## src/rtl/core/etlm_pkg.sv

```systemverilog
`timescale 1ns / 1ps

package etlm_pkg;

   localparam int POS_BITS_DEF = 16;
   localparam int MAX_TOKEN    = 128;
   localparam int NUM_DFA      = 9;
   localparam int NUM_OPS      = 6;

   localparam logic [15:0]        LEN_TOP   = 16'hFFFF;
   localparam logic [NUM_DFA-1:0] ALIVE_ALL = '1;

   // Token kinds; KIND_SPACE never leaves the block
   localparam logic [3:0] KIND_NONE   = 4'd0;
   localparam logic [3:0] KIND_NUMBER = 4'd1;
   localparam logic [3:0] KIND_IDENT  = 4'd2;
   localparam logic [3:0] KIND_PLUS   = 4'd3;
   localparam logic [3:0] KIND_SPACE  = 4'd9;

   // Number recogniser states
   localparam logic [2:0] NUM_START = 3'd0;
   localparam logic [2:0] NUM_DOT   = 3'd1;
   localparam logic [2:0] NUM_FRAC  = 3'd2;
   localparam logic [2:0] NUM_EXP   = 3'd3;
   localparam logic [2:0] NUM_SIGN  = 3'd4;
   localparam logic [2:0] NUM_EXPD  = 3'd5;

   // Operator characters in kind order: + - * / ( )
   localparam logic [7:0] OP_CHARS [NUM_OPS] = '{8'h2B, 8'h2D, 8'h2A, 8'h2F, 8'h28, 8'h29};

   typedef enum logic {
      ST_SCAN,
      ST_FLUSH
   } ctrl_state_type;

   typedef struct packed {
      logic accept;
      logic pop;
      logic commit;
      logic set_stop;
      logic emit;
      logic close;
   } ctrl_cmd_type;

   typedef struct packed {
      logic pend_empty;
      logic end_seen;
      logic stopped;
      logic adv_ok;
      logic best_none;
      logic best_space;
      logic scan_zero;
      logic out_free;
   } dp_status_type;

endpackage

```

## src/rtl/core/etlm_req_if.sv

```systemverilog
`timescale 1ns / 1ps

interface etlm_req_if;
   logic       valid;
   logic       ready;
   logic [7:0] text_byte;
   logic       text_end;

   modport source (output valid, output text_byte, output text_end, input ready);
   modport sink   (input valid, input text_byte, input text_end, output ready);
endinterface

```

## src/rtl/core/etlm_rsp_if.sv

```systemverilog
`timescale 1ns / 1ps

interface etlm_rsp_if;
   logic        valid;
   logic        ready;
   logic [3:0]  token_kind;
   logic [15:0] token_start;
   logic [15:0] token_length;
   logic        too_long;
   logic        closing;

   modport source (output valid, output token_kind, output token_start,
                   output token_length, output too_long, output closing, input ready);
   modport sink   (input valid, input token_kind, input token_start,
                   input token_length, input too_long, input closing, output ready);
endinterface

```

## src/rtl/core/expression_tokenizer_longest_match.sv

```systemverilog
// Longest-match tokenizer for arithmetic expression text.
// req_bus carries one text byte per beat, with text_end on the last byte of a text.
// rsp_bus carries one token per beat: kind, start offset, length, a long-token
// flag, and a closing flag on the single final beat of each text.
// Whitespace is matched and dropped; an unrecognised byte stops tokenizing and
// later bytes are swallowed until text_end.
// Throughput: one byte per cycle while the current match keeps extending. Ending
// a token emits it, holding while a stalled result occupies the output register,
// and then the ending byte and up to two overrun bytes are fed again from the
// replay queue at one byte per cycle.
// A token appears on rsp_bus the cycle after the controller emits it, and the
// cycle after the beat that ended the match at the earliest. After text_end
// the pending scan is flushed token by token, with the replays in between, then
// the closing beat follows.
// Reset clears the scan, the offset counter and the result valid flag; no beat
// is accepted in the reset cycle, and a shown beat is dropped by reset.
// A stalled result holds in the output register; the block keeps scanning
// until it must emit a further token, then holds and drops req_bus.ready.
`timescale 1ns / 1ps

module expression_tokenizer_longest_match
   import etlm_pkg::*;
#(
   parameter int POS_BITS = POS_BITS_DEF
) (
   input logic        clock,
   input logic        reset,
   etlm_req_if.sink   req_bus,
   etlm_rsp_if.source rsp_bus
);

   ctrl_cmd_type  cmd;
   dp_status_type status;

   etlm_ctrl u_ctrl (
      .clock     (clock),
      .reset     (reset),
      .req_valid (req_bus.valid),
      .req_ready (req_bus.ready),
      .status    (status),
      .cmd       (cmd)
   );

   etlm_dpath #(
      .POS_BITS (POS_BITS)
   ) u_dpath (
      .clock        (clock),
      .reset        (reset),
      .cmd          (cmd),
      .status       (status),
      .text_byte    (req_bus.text_byte),
      .text_end     (req_bus.text_end),
      .rsp_ready    (rsp_bus.ready),
      .rsp_valid    (rsp_bus.valid),
      .token_kind   (rsp_bus.token_kind),
      .token_start  (rsp_bus.token_start),
      .token_length (rsp_bus.token_length),
      .too_long     (rsp_bus.too_long),
      .closing      (rsp_bus.closing)
   );

endmodule

```

## src/rtl/core/etlm_ctrl.sv

```systemverilog
`timescale 1ns / 1ps

module etlm_ctrl
   import etlm_pkg::*;
(
   input  logic          clock,
   input  logic          reset,
   input  logic          req_valid,
   output logic          req_ready,
   input  dp_status_type status,
   output ctrl_cmd_type  cmd
);

   ctrl_state_type state_ff, state_in;

   always_ff @(posedge clock) begin
      if (reset) begin
         state_ff <= ST_SCAN;
      end else begin
         state_ff <= state_in;
      end
   end

   always_comb begin
      state_in = state_ff;
      case (state_ff)
         ST_SCAN: begin
            if (status.end_seen && status.pend_empty) begin
               state_in = ST_FLUSH;
            end
         end
         ST_FLUSH: begin
            if (!status.stopped && !status.scan_zero) begin
               if (!status.best_none && (status.best_space || status.out_free)) begin
                  state_in = ST_SCAN;
               end
            end else if (status.out_free) begin
               state_in = ST_SCAN;
            end
         end
         default: state_in = ST_SCAN;
      endcase
   end

   always_comb begin
      cmd       = '0;
      req_ready = 1'b0;
      case (state_ff)
         ST_SCAN: begin
            req_ready  = !reset && status.pend_empty && !status.end_seen;
            cmd.accept = req_ready && req_valid;
            if (!status.pend_empty || cmd.accept) begin
               if (status.stopped) begin
                  // drop bytes until end of text
                  cmd.pop = 1'b1;
               end else if (status.adv_ok) begin
                  cmd.pop    = 1'b1;
                  cmd.commit = 1'b1;
               end else if (status.best_none) begin
                  cmd.pop      = 1'b1;
                  cmd.set_stop = 1'b1;
               end else if (status.best_space || status.out_free) begin
                  // head stays queued and is fed again after the overrun
                  cmd.emit = 1'b1;
               end
            end
         end
         ST_FLUSH: begin
            if (!status.stopped && !status.scan_zero) begin
               if (status.best_none) begin
                  cmd.set_stop = 1'b1;
               end else if (status.best_space || status.out_free) begin
                  cmd.emit = 1'b1;
               end
            end else if (status.out_free) begin
               cmd.close = 1'b1;
            end
         end
         default: cmd = '0;
      endcase
   end

endmodule

```

## src/rtl/core/etlm_dpath.sv

```systemverilog
`timescale 1ns / 1ps

module etlm_dpath
   import etlm_pkg::*;
#(
   parameter int POS_BITS = POS_BITS_DEF
) (
   input  logic          clock,
   input  logic          reset,
   input  ctrl_cmd_type  cmd,
   output dp_status_type status,
   input  logic [7:0]    text_byte,
   input  logic          text_end,
   input  logic          rsp_ready,
   output logic          rsp_valid,
   output logic [3:0]    token_kind,
   output logic [15:0]   token_start,
   output logic [15:0]   token_length,
   output logic          too_long,
   output logic          closing
);

   localparam int START_BITS = (POS_BITS < 16) ? POS_BITS : 16;

   // scan state
   logic [2:0]          num_st_ff, num_st_in;
   logic [NUM_OPS:0]    small_ff, small_in;
   logic [NUM_DFA-1:0]  alive_ff, alive_in;
   logic [3:0]          best_kind_ff, best_kind_in;
   logic [15:0]         best_len_ff, best_len_in;
   logic [15:0]         scan_len_ff, scan_len_in;
   logic [7:0]          rep_ff [2];
   logic [7:0]          rep_in [2];
   logic [1:0]          rep_cnt_ff, rep_cnt_in;
   logic [POS_BITS-1:0] pos_ff, pos_in;
   logic [POS_BITS-1:0] start_ff, start_in;
   logic                stopped_ff, stopped_in;
   logic                end_ff, end_in;

   // bytes waiting to be fed, oldest first
   logic [7:0]          pend_ff [3];
   logic [7:0]          pend_in [3];
   logic [1:0]          pend_cnt_ff, pend_cnt_in;

   // result register
   logic                rsp_valid_ff, rsp_valid_in;
   logic [3:0]          kind_ff, kind_in;
   logic [15:0]         tstart_ff, tstart_in;
   logic [15:0]         tlen_ff, tlen_in;
   logic                long_ff, long_in;
   logic                close_ff, close_in;

   // one step of all recognisers on the head byte
   logic [7:0]          head;
   logic                is_digit, is_alpha, num_ok;
   logic [2:0]          num_next;
   logic [NUM_DFA-1:0]  adv_alive;
   logic [2:0]          adv_num;
   logic [NUM_OPS:0]    adv_small;
   logic                adv_fin;
   logic [3:0]          adv_kind;
   logic [15:0]         scan_inc;

   logic [7:0]          q0, q1, q2;
   logic [1:0]          qlen;
   logic [POS_BITS-1:0] emit_start;
   logic [15:0]         start16;
   logic                load_tok;

   assign head     = (pend_cnt_ff == 2'd0) ? text_byte : pend_ff[0];
   assign is_digit = (head >= 8'h30) && (head <= 8'h39);
   assign is_alpha = ((head >= 8'h61) && (head <= 8'h7A)) ||
                     ((head >= 8'h41) && (head <= 8'h5A)) || (head == 8'h5F);

   always_comb begin
      num_ok   = 1'b0;
      num_next = NUM_START;
      case (num_st_ff)
         NUM_START: begin
            if (is_digit) begin
               num_ok = 1'b1; num_next = NUM_START;
            end else if (head == 8'h2E) begin
               num_ok = 1'b1; num_next = NUM_DOT;
            end
         end
         NUM_DOT: begin
            if (is_digit) begin
               num_ok = 1'b1; num_next = NUM_FRAC;
            end
         end
         NUM_FRAC: begin
            if (is_digit) begin
               num_ok = 1'b1; num_next = NUM_FRAC;
            end else if ((head == 8'h65) || (head == 8'h45)) begin
               num_ok = 1'b1; num_next = NUM_EXP;
            end
         end
         NUM_EXP: begin
            if (is_digit) begin
               num_ok = 1'b1; num_next = NUM_EXPD;
            end else if ((head == 8'h2B) || (head == 8'h2D)) begin
               num_ok = 1'b1; num_next = NUM_SIGN;
            end
         end
         NUM_SIGN, NUM_EXPD: begin
            if (is_digit) begin
               num_ok = 1'b1; num_next = NUM_EXPD;
            end
         end
         default: num_ok = 1'b0;
      endcase
   end

   // later recognisers override earlier ones on a tie
   always_comb begin
      adv_alive = '0;
      adv_num   = num_st_ff;
      adv_small = small_ff;
      adv_fin   = 1'b0;
      adv_kind  = KIND_NONE;
      if (alive_ff[0] && ((head == 8'h20) || (head == 8'h0A) || (head == 8'h09))) begin
         adv_alive[0] = 1'b1;
         adv_fin      = 1'b1;
         adv_kind     = KIND_SPACE;
      end
      if (alive_ff[1] && num_ok) begin
         adv_alive[1] = 1'b1;
         adv_num      = num_next;
         if ((num_next == NUM_START) || (num_next == NUM_FRAC) || (num_next == NUM_EXPD)) begin
            adv_fin  = 1'b1;
            adv_kind = KIND_NUMBER;
         end
      end
      if (alive_ff[2] && (is_alpha ||
          (small_ff[0] && (is_digit || (head == 8'h2E) || (head == 8'h3A))))) begin
         adv_alive[2] = 1'b1;
         adv_small[0] = 1'b1;
         adv_fin      = 1'b1;
         adv_kind     = KIND_IDENT;
      end
      for (int k = 0; k < NUM_OPS; k++) begin
         if (alive_ff[3+k] && !small_ff[1+k] && (head == OP_CHARS[k])) begin
            adv_alive[3+k] = 1'b1;
            adv_small[1+k] = 1'b1;
            adv_fin        = 1'b1;
            adv_kind       = KIND_PLUS + 4'(k);
         end
      end
   end

   assign scan_inc = (scan_len_ff == LEN_TOP) ? scan_len_ff : scan_len_ff + 16'd1;

   // queue seen this cycle: pending bytes, or the beat taken now
   assign q0   = cmd.accept ? text_byte : pend_ff[0];
   assign q1   = pend_ff[1];
   assign q2   = pend_ff[2];
   assign qlen = cmd.accept ? 2'd1 : pend_cnt_ff;

   // queued bytes are the most recent ones; the overrun sits just before them
   assign emit_start = pos_ff - POS_BITS'(pend_cnt_ff) - POS_BITS'(rep_cnt_ff);
   assign start16    = 16'(start_ff[START_BITS-1:0]);
   assign load_tok   = cmd.emit && (best_kind_ff != KIND_SPACE);

   always_comb begin
      num_st_in    = num_st_ff;
      small_in     = small_ff;
      alive_in     = alive_ff;
      best_kind_in = best_kind_ff;
      best_len_in  = best_len_ff;
      scan_len_in  = scan_len_ff;
      rep_in[0]    = rep_ff[0];
      rep_in[1]    = rep_ff[1];
      rep_cnt_in   = rep_cnt_ff;
      pos_in       = pos_ff;
      start_in     = start_ff;
      stopped_in   = stopped_ff;
      end_in       = end_ff;
      pend_in[0]   = q0;
      pend_in[1]   = q1;
      pend_in[2]   = q2;
      pend_cnt_in  = qlen;

      if (cmd.accept) begin
         pos_in = pos_ff + POS_BITS'(1);
         end_in = text_end;
      end

      if (cmd.commit) begin
         alive_in    = adv_alive;
         num_st_in   = adv_num;
         small_in    = adv_small;
         scan_len_in = scan_inc;
         if (adv_fin) begin
            best_kind_in = adv_kind;
            best_len_in  = scan_inc;
            rep_cnt_in   = 2'd0;
         end else if (rep_cnt_ff < 2'd2) begin
            rep_in[rep_cnt_ff[0]] = head;
            rep_cnt_in            = rep_cnt_ff + 2'd1;
         end
      end

      if (cmd.pop) begin
         pend_in[0]  = q1;
         pend_in[1]  = q2;
         pend_in[2]  = q2;
         pend_cnt_in = qlen - 2'd1;
      end else if (cmd.emit) begin
         // restart from the overrun, then the held bytes
         num_st_in    = NUM_START;
         small_in     = '0;
         alive_in     = ALIVE_ALL;
         best_kind_in = KIND_NONE;
         best_len_in  = '0;
         scan_len_in  = '0;
         rep_cnt_in   = 2'd0;
         start_in     = emit_start;
         pend_cnt_in  = qlen + rep_cnt_ff;
         case (rep_cnt_ff)
            2'd1: begin
               pend_in[0] = rep_ff[0];
               pend_in[1] = q0;
               pend_in[2] = q1;
            end
            2'd2: begin
               pend_in[0] = rep_ff[0];
               pend_in[1] = rep_ff[1];
               pend_in[2] = q0;
            end
            default: begin
               pend_in[0] = q0;
               pend_in[1] = q1;
               pend_in[2] = q2;
            end
         endcase
      end

      if (cmd.set_stop) begin
         stopped_in = 1'b1;
      end

      if (cmd.close) begin
         num_st_in    = NUM_START;
         small_in     = '0;
         alive_in     = ALIVE_ALL;
         best_kind_in = KIND_NONE;
         best_len_in  = '0;
         scan_len_in  = '0;
         rep_cnt_in   = 2'd0;
         start_in     = '0;
         pos_in       = '0;
         stopped_in   = 1'b0;
         end_in       = 1'b0;
         pend_cnt_in  = 2'd0;
      end
   end

   always_comb begin
      rsp_valid_in = rsp_valid_ff && !rsp_ready;
      kind_in      = kind_ff;
      tstart_in    = tstart_ff;
      tlen_in      = tlen_ff;
      long_in      = long_ff;
      close_in     = close_ff;
      if (load_tok) begin
         rsp_valid_in = 1'b1;
         kind_in      = best_kind_ff;
         tstart_in    = start16;
         tlen_in      = best_len_ff;
         long_in      = best_len_ff >= 16'(MAX_TOKEN);
         close_in     = 1'b0;
      end else if (cmd.close) begin
         rsp_valid_in = 1'b1;
         kind_in      = KIND_NONE;
         tstart_in    = start16;
         tlen_in      = '0;
         long_in      = 1'b0;
         close_in     = 1'b1;
      end
   end

   always_ff @(posedge clock) begin
      if (reset) begin
         num_st_ff    <= NUM_START;
         small_ff     <= '0;
         alive_ff     <= ALIVE_ALL;
         best_kind_ff <= KIND_NONE;
         best_len_ff  <= '0;
         scan_len_ff  <= '0;
         rep_cnt_ff   <= 2'd0;
         pos_ff       <= '0;
         start_ff     <= '0;
         stopped_ff   <= 1'b0;
         end_ff       <= 1'b0;
         pend_cnt_ff  <= 2'd0;
         rsp_valid_ff <= 1'b0;
      end else begin
         num_st_ff    <= num_st_in;
         small_ff     <= small_in;
         alive_ff     <= alive_in;
         best_kind_ff <= best_kind_in;
         best_len_ff  <= best_len_in;
         scan_len_ff  <= scan_len_in;
         rep_cnt_ff   <= rep_cnt_in;
         pos_ff       <= pos_in;
         start_ff     <= start_in;
         stopped_ff   <= stopped_in;
         end_ff       <= end_in;
         pend_cnt_ff  <= pend_cnt_in;
         rsp_valid_ff <= rsp_valid_in;
      end
   end

   always_ff @(posedge clock) begin
      rep_ff[0]  <= rep_in[0];
      rep_ff[1]  <= rep_in[1];
      pend_ff[0] <= pend_in[0];
      pend_ff[1] <= pend_in[1];
      pend_ff[2] <= pend_in[2];
      kind_ff    <= kind_in;
      tstart_ff  <= tstart_in;
      tlen_ff    <= tlen_in;
      long_ff    <= long_in;
      close_ff   <= close_in;
   end

   assign status.pend_empty = (pend_cnt_ff == 2'd0);
   assign status.end_seen   = end_ff;
   assign status.stopped    = stopped_ff;
   assign status.adv_ok     = |adv_alive;
   assign status.best_none  = (best_kind_ff == KIND_NONE);
   assign status.best_space = (best_kind_ff == KIND_SPACE);
   assign status.scan_zero  = (scan_len_ff == 16'd0);
   assign status.out_free   = !rsp_valid_ff || rsp_ready;

   assign rsp_valid    = rsp_valid_ff;
   assign token_kind   = kind_ff;
   assign token_start  = tstart_ff;
   assign token_length = tlen_ff;
   assign too_long     = long_ff;
   assign closing      = close_ff;

endmodule

```

## src/flat_wrapper.sv

```systemverilog
// flat-port wrapper written by rule: the top's interface ports become plain ports
module expression_tokenizer_longest_match_flat import etlm_pkg::*;
#(
   parameter int POS_BITS = POS_BITS_DEF
)
  (clock, reset, req_bus_valid, req_bus_text_byte, req_bus_text_end, req_bus_ready, rsp_bus_valid, rsp_bus_token_kind, rsp_bus_token_start, rsp_bus_token_length, rsp_bus_too_long, rsp_bus_closing, rsp_bus_ready);
  etlm_req_if req_bus_i ();
  etlm_rsp_if rsp_bus_i ();
  input logic clock;
  input logic reset;
  input wire logic [$bits(req_bus_i.valid)-1:0] req_bus_valid;
  input wire logic [$bits(req_bus_i.text_byte)-1:0] req_bus_text_byte;
  input wire logic [$bits(req_bus_i.text_end)-1:0] req_bus_text_end;
  output wire logic [$bits(req_bus_i.ready)-1:0] req_bus_ready;
  output wire logic [$bits(rsp_bus_i.valid)-1:0] rsp_bus_valid;
  output wire logic [$bits(rsp_bus_i.token_kind)-1:0] rsp_bus_token_kind;
  output wire logic [$bits(rsp_bus_i.token_start)-1:0] rsp_bus_token_start;
  output wire logic [$bits(rsp_bus_i.token_length)-1:0] rsp_bus_token_length;
  output wire logic [$bits(rsp_bus_i.too_long)-1:0] rsp_bus_too_long;
  output wire logic [$bits(rsp_bus_i.closing)-1:0] rsp_bus_closing;
  input wire logic [$bits(rsp_bus_i.ready)-1:0] rsp_bus_ready;
  assign req_bus_i.valid = req_bus_valid;
  assign req_bus_i.text_byte = req_bus_text_byte;
  assign req_bus_i.text_end = req_bus_text_end;
  assign req_bus_ready = req_bus_i.ready;
  assign rsp_bus_valid = rsp_bus_i.valid;
  assign rsp_bus_token_kind = rsp_bus_i.token_kind;
  assign rsp_bus_token_start = rsp_bus_i.token_start;
  assign rsp_bus_token_length = rsp_bus_i.token_length;
  assign rsp_bus_too_long = rsp_bus_i.too_long;
  assign rsp_bus_closing = rsp_bus_i.closing;
  assign rsp_bus_i.ready = rsp_bus_ready;
  expression_tokenizer_longest_match #(.POS_BITS(POS_BITS)) u_core (.clock(clock), .reset(reset), .req_bus(req_bus_i), .rsp_bus(rsp_bus_i));
endmodule
```

## config.mk

```make
export PLATFORM = sky130hd
export DESIGN_NAME = expression_tokenizer_longest_match_flat
export DESIGN_NICKNAME = d
export VERILOG_FILES = /design/src/rtl/core/etlm_pkg.sv /design/src/rtl/core/etlm_req_if.sv /design/src/rtl/core/etlm_rsp_if.sv /design/src/rtl/core/expression_tokenizer_longest_match.sv /design/src/rtl/core/etlm_ctrl.sv /design/src/rtl/core/etlm_dpath.sv /design/src/flat_wrapper.sv
export SDC_FILE = /design/constraint.sdc
export NUM_CORES = 1
export LEC_CHECK = 0
export ABC_AREA = 1
export BUFFER_PORTS_ARGS = -buffer_cell sky130_fd_sc_hd__buf_2
export CAP_MARGIN = 10
export CORE_ASPECT_RATIO = 1.75
export CORE_MARGIN = 2
export CORE_UTILIZATION = 30
export DETAILED_ROUTE_END_ITERATION = 12
export PLACE_DENSITY = 0.51
export SETUP_SLACK_MARGIN = 0.1
export SYNTH_ARGS = -nofsm -noshare
export SYNTH_HDL_FRONTEND = slang
export SYNTH_SLANG_ARGS = --single-unit
```

## constraint.sdc

```tcl
create_clock -name clock -period 4 [get_ports clock]
set_clock_uncertainty 0.05 [all_clocks]
set_input_delay 0.4 -clock clock [delete_from_list [all_inputs] [get_ports clock]]
set_output_delay 0.4 -clock clock [all_outputs]
set_load 0.005 [all_outputs]
```

; Word level (Yosys, flattened, before mapping)
; Memories as Yosys holds them, arrays and structs flattened.
; Cells that the tools add are included.
[word_totals]
reg_bits = 133
ram_bits = 40
mem_count = 2
[memory_table]
columns = name, words, word_bits, rd, rd_ports_with_merged_regs, wr, line
row1 = u_core.u_dpath.pend_ff, 3, 8, 3, 0, 3, etlm_dpath.sv:41  ; logic [7:0] pend_ff [3];
row2 = u_core.u_dpath.rep_ff, 2, 8, 2, 0, 2, etlm_dpath.sv:32  ; logic [7:0] rep_ff [2];
[classes]
addsub = 7
magnitude_cmp = 10
eq_ne = 26
n_mux = 124
bitwise = 3
n_reduce_logical = 67
[op_table]
columns = cell, n
row1 = $mux 16, 15
row2 = $eq 8x6->1 const B, 9
row3 = $mux 4, 17
row4 = $mux 1, 52
row5 = $mux 24, 2
row6 = $pmux 24 s2, 1
row7 = $add 16x1->16 const B, 2
row8 = $sub 16x2->16, 2
row9 = $logic_and 1x1->1, 28
row10 = $mux 3, 9
row11 = $mux 9, 3
row12 = $mux 2, 13
row13 = $eq 8x7->1 const B, 3
row14 = $mux 8, 3
row15 = $mux 7, 3
row16 = $bwmux 16, 1
row17 = $eq 16x16->1 const B, 1
row18 = $eq 8x4->1 const B, 2
row19 = $ge 16x8->1 const B, 1
row20 = $ge 8x7->1 const B, 2
row21 = $le 8x7->1 const B, 2
row22 = $logic_not 16->1, 1
row23 = $pmux 3 s5, 1
row24 = $logic_not 1->1, 14
row25 = other kinds (30), 50

; Logic depth before layout (Yosys ltp)
[depth]
ltp_word = 23
depth_mapped = 21
depth_no_buf = 20

; Hierarchy
; A second synthesis with hierarchy kept.
[hier_totals]
cells_unflattened = 1045
area_unflattened_um2 = 8391.8
[by_module_without_submodules]
columns = module, n_inst, cells_per_inst, area_each_um2
row1 = etlm_dpath, 1, 1005, 8207.9
row2 = etlm_ctrl, 1, 40, 183.9

; Least setup slack after synthesis
; OpenSTA, ideal clock, no wires.
[synth_timing]
path_type = register to register
startpoint = register u_core.u_dpath.pend_cnt_ff[0]
endpoint = register u_core.u_dpath.kind_ff[0] (netlist: u_core.u_dpath.token_kind[0]) (enable)
setup_ns = 0.395
arrival_time_ns = 2.869
required_ns = 3.555
setup_slack_ns = 0.686
stages_incl_launch_ff = 18
path_buffers = 2
synth_period_minus_slack_ns = 3.314
cell_sequence = dfxtp_1 -> nor2_4 -> buf_6 -> nand2_1 -> nand2_2 -> o21ai_1 -> nand2_2 -> nand3_1 -> nand2_1 -> nand2_1 -> nand2_1 -> nand2_1 -> nor2_4 -> nand3_2 -> nand2_4 -> nand2_1 -> buf_2 -> nand2_1
[synth_via]
elab_chain_cells = 17
[synth_rtl]
columns = item, line
row1 = start: declaration, etlm_dpath.sv:43  ; logic [1:0] pend_cnt_ff, pend_cnt_in;
row2 = start signal: assignment, etlm_dpath.sv:309  ; pend_cnt_ff <= pend_cnt_in;
row3 = $logic_not 2->1 (*), etlm_dpath.sv:70  ; assign head = (pend_cnt_ff == 2'd0) ? text_byte : pend_ff[0];
row4 = $mux 8 (*), etlm_dpath.sv:70
row5 = named net u_core.u_dpath.head[3], etlm_dpath.sv:54  ; logic [7:0] head;
row6 = branches (longest 8 deep; another with $ge 8x6->1), -
row7 = $reduce_or 9->1 (*), etlm_dpath.sv:330  ; assign status.adv_ok = |adv_alive;
row8 = $mux 2 (*), etlm_ctrl.sv:56  ; end else if (status.adv_ok) begin
row9 = $mux 3 (*), etlm_ctrl.sv:53  ; if (status.stopped) begin
row10 = $mux 4 (*), etlm_ctrl.sv:52  ; if (!status.pend_empty || cmd.accept) begin
row11 = $pmux 2 s2 (*), etlm_ctrl.sv:48  ; case (state_ff)
row12 = $logic_and 1x1->1 (*), etlm_dpath.sv:162  ; assign load_tok = cmd.emit && (best_kind_ff != KIND_SPACE);
row13 = $reduce_bool 2->1 (no line) (*), -
row14 = end signal: assignment, etlm_dpath.sv:320  ; kind_ff <= kind_in;
row15 = end: declaration, etlm_dpath.sv:47  ; logic [3:0] kind_ff, kind_in;
; Mark *: on every way through the listed nets, which the timed path passes.
; A chain may end at the register's enable or synchronous reset.

; Worst setup path in the final report
[layout_timing]
startpoint = register u_core.u_dpath.pend_cnt_ff[0]
endpoint = register u_core.u_dpath.best_kind_ff[0]
[layout_via]
elab_chain_cells = 23
[layout_rtl]
columns = item, line
row1 = $logic_not 2->1 (*), "etlm_dpath.sv:70, etlm_dpath.sv:327"
row2 = branches (longest 21 deep; another with $ge 8x6->1), -
row3 = $mux 4 (*), etlm_dpath.sv:203  ; if (cmd.pop) begin
row4 = end signal: assignment, etlm_dpath.sv:301  ; best_kind_ff <= best_kind_in;
row5 = end: declaration, etlm_dpath.sv:29  ; logic [3:0] best_kind_ff, best_kind_in;
; Mark *: on every way between the ends.

==> run_results.csv <==
group,metric,value,unit
setup_path,crit_arrival,3.70,ns
sta,rsz0062_at_grt,"false",
worst_hold_path,holdPathStages,2,
yosys,synth_area_leader_cell,"dfxtp_1",
die,core_area,27300,sq um
grt,grt_pass1_vias,6812,
drt,drc,0,
setup_path,startpoint_type,"flop",
sta,hold_viol,0,
yosys,ys_top_cells_by_area,"dfxtp_1 25%, edfxtp_1 25%, nand2_1 10%, nor2_1 5.4%, inv_1 5.3%",
die,die_y,225,microns
yosys,ys.flop_type,"dfxtp_1",
setup_path,cp-end-kind,"flop",
clocking,cts_tree,"yes",
clocking,post_cts_buffers,0,
cells_and_area,drive_gt1_frac,0.129,
yosys,synth_cell_type_count,43,
sta,whs,0.105,ns
yosys,synth_area,8340,sq um
yosys,async_flop_share,0,
setup_path,crit_family,"simple AND/OR/NAND/NOR gates",
setup_path,cp_common_cell,"nand2_1",
drt,vias,6841,
setup_path,criticalPathCategory,"reg2reg",
yosys,synth_compound_area_frac,0.117,
grt,grt_max_degree,48,
drt,drtAntennaViolNets,0,
grt,antenna_found_initial,0,
drt,wl,20900,microns
yosys,synth.top_cell.area_share,0.250,
clocking,postCtsHoldBufs,0,
setup_path,r2r-start,"u_core.u_dpath.pend_cnt_ff[0]",
die,die_w,130,microns
die,rows,80,
yosys,ys_seq_area_frac,0.498,
sta,fin_crit,3.39,ns
grt,grt_pass1_wl,33800,microns
drt,drtIter0Drc,322,
setup_path,critical_path.max_fanout,47,
run,drv_cap,0,
clocking,htreeDepth,4,
setup_path,cp.buffers_inverters,1,
cells_and_area,syn2layout_area_growth,14.0,%
drt,met3_wirelength,569,microns
sta,finalSetupTns,0,ns
clocking,cts_resized,0,
yosys,synth_top_family_by_area,"simple AND/OR/NAND/NOR gates",
yosys,synth-simple-area-share,0.256,
setup_path,reg2reg_slack,0.61,ns
pwr,peakVddDrop,325,uV
setup_path,critical_path.max_stage_delay,0.42,ns
clocking,clock_path_buffers,2,
setup_path,cp.required,4.31,ns
yosys,synth-xor-area-share,0.0242,
cells_and_area,num-fill-cells,2878,
yosys,synth_seq_cells,173,
grt,grt_usage,0.150,
yosys,synthMuxAreaShare,0,
die,die_area,29200,sq um
clocking,clk_pin_slew,0.07,ns
cells_and_area,n_antenna_cell,0,
sta,setup_viol,0,
setup_path,cp_cell_sequence,"nor2_4, nand2_1, o21ai_1, nand2_2, nor2_2, nand2_1, nand3_1, nand2_1, nand2_1, nand2_1, nand2_1, nor2_4, nand3_2, nand2_4, nor2_4, inv_2, a21oi_1",
clocking,cts-buffers-inserted,17,
drt,wl_met2,11700,microns
worst_hold_path,hp-class,"in2reg",
sta,fmax,295,MHz
drt,detail_route.wl_per_cell,14.3,microns
yosys,ys_warn_count,0,
drt,first_pass_iters,5,
die,start_util,0.305,
worst_hold_path,hold_end,"u_core.u_dpath.rsp_valid",
cells_and_area,final_cell_mix,"227 x nand2_1, 121 x nor2_1, 117 x inv_1, 104 x dfxtp_1, 81 x o21ai_0",
pwr,leakage,3.69,nW
drt,m1WireLength,7790,microns
yosys,synth-adder-area-share,0.0228,
placed_design,gp_congestion,0.913,
die,ios,53,
pwr,pwr_density_cell,693,nW/um^2
cells_and_area,final_core_util,0.348,
worst_hold_path,min-delay-start,"reset",
placed_design,hpwl,15800,microns
sta,tightest_slew,0.889,ns
status,status,"complete, no violations",
drt,avgViaCountPerCell,4.67,
sta,drv_slew,0,
sta,fin_crit_sh,0.847,
setup_path,timing.rr.end,"u_core.u_dpath.best_kind_ff[0]",
yosys,netlist_instances,1038,
grt,grt.overflow.total,0,
drt,highest_layer,"met4",
clocking,cts_root_buffer,"clkbuf_16",
setup_path,path_depth,17,
clocking,clk_latency,0.45,ns
yosys,syn_area_per_cell,8.03,sq um
clocking,clock-sinks,173,
setup_path,crit_slowest_cell,"inv_2",
cells_and_area,mostFrequentLayoutCell,"nand2_1",
cells_and_area,nets,1109,
yosys,synth_edf_count,69,
cells_and_area,multi_input_area,3500,sq um
yosys,syn_nets,1065,
setup_path,rr_worst_depth,17,
sta,slew_headroom,0.406,
placed_design,port_buffers,52,
setup_path,startpoint,"u_core.u_dpath.pend_cnt_ff[0]",
cells_and_area,ff_latch_area,4150,sq um
==> state kept, by name (all words and copies together) (netlist names), 3 cells and up <==
signal / flops
u_core.u_dpath.pend_ff: 24
u_core.u_dpath.best_len_ff: 16
u_core.u_dpath.pos_ff: 16
u_core.u_dpath.rep_ff: 16
u_core.u_dpath.scan_len_ff: 16
u_core.u_dpath.start16: 16
u_core.u_dpath.token_length: 16
u_core.u_dpath.token_start: 16
u_core.u_dpath.alive_ff: 9
u_core.u_dpath.small_ff: 7
u_core.u_dpath.best_kind_ff: 4
u_core.u_dpath.token_kind: 4
u_core.u_dpath.num_st_ff: 3
==> power breakdown <==
part / internal, mW / total (mW) / leakage (nW) / switching [mW]
clock network: 0.936 / 1.65 / 0.284 / 0.714
registers: 2.23 / 2.46 / 1.47 / 0.230
logic: 0.744 / 2.48 / 1.93 / 1.74
total: 3.91 / 6.59 / 3.69 / 2.68
==> per-stage QoR <==
step                instance area, sq um  std cells  worst slack [ns]  power, mW
floorplan                           8340       1038             0.686       4.31
global placement                    8920       1432             0.610       4.99
detailed placement                  8920       1432             0.591       5.01
CTS                                 9510       1464             0.564       6.69
global route                        9510       1464             0.186       7.10
finish                              9510       1464             0.611       6.59
==> layout make-up <==
cell class	count	area share
Inverter	127	0.0501
Clock buffer	22	0.0511
Clock inverter	10	0.0105
Timing Repair Buffer	61	0.0345
Sequential cell	173	0.437
Tap cell	369	0.0486
Multi-Input combinational cell	702	0.368
==> synthesized netlist by cell type, types with 3 or more instances <==
cell type and number:
clkbuf_1 11, nor2_2 10, buf_4 4, buf_2 15
buf_6 5, nand4_1 16, nand2_1 228, o21ai_0 81
edfxtp_1 69, nor4_1 11, dfxtp_1 104, nor3_1 15
nand2_2 14, a21oi_1 67, inv_2 9, o21a_1 7
inv_1 117, o21ai_1 5, ha_1 12, nand3_1 52
a31oi_1 7, or2_2 6, xor2_1 22, nor2_4 3
nor2_1 121, o211ai_1 5
==> cell families after synthesis <==
family | after synthesis
AOI/OAI and AO/OA | 179
xor gates and xnor gates | 23
adders and majority gates | 14
buffers and inverters | 163
DFF | 173
and+or+nand+nor | 486
==> routing by layer <==
layer,up-vias,GRT usage
met4,0,0.0794
met1,3166,0.150
met5,-,0
met3,56,0.0295
met2,135,0.286
li1,3484,-
==> worst max-delay path by stage <==
stage | endpoint | slack (ns)
after floorplan | u_core.u_dpath.token_kind[0] | 0.69
after global placement | u_core.u_dpath.start16[13] | 0.61
after detailed placement | u_core.u_dpath.best_kind_ff[0] | 0.59
after CTS | u_core.u_dpath.best_kind_ff[0] | 0.56
after global routing | u_core.u_dpath.small_ff[4] | 0.19
final | u_core.u_dpath.best_kind_ff[0] | 0.61
==> worst register-to-register path, delay by kind of cell (launching register included) <==
| kind | cells | cell delay, ns |
|---|---|---|
| DFF | 1 | 0.36 |
| AOI/OAI and AO/OA | 2 | 0.42 |
| and+or+nand+nor | 14 | 2.04 |
| buffers and inverters | 1 | 0.43 |
(Power assumes the default switching activity.)
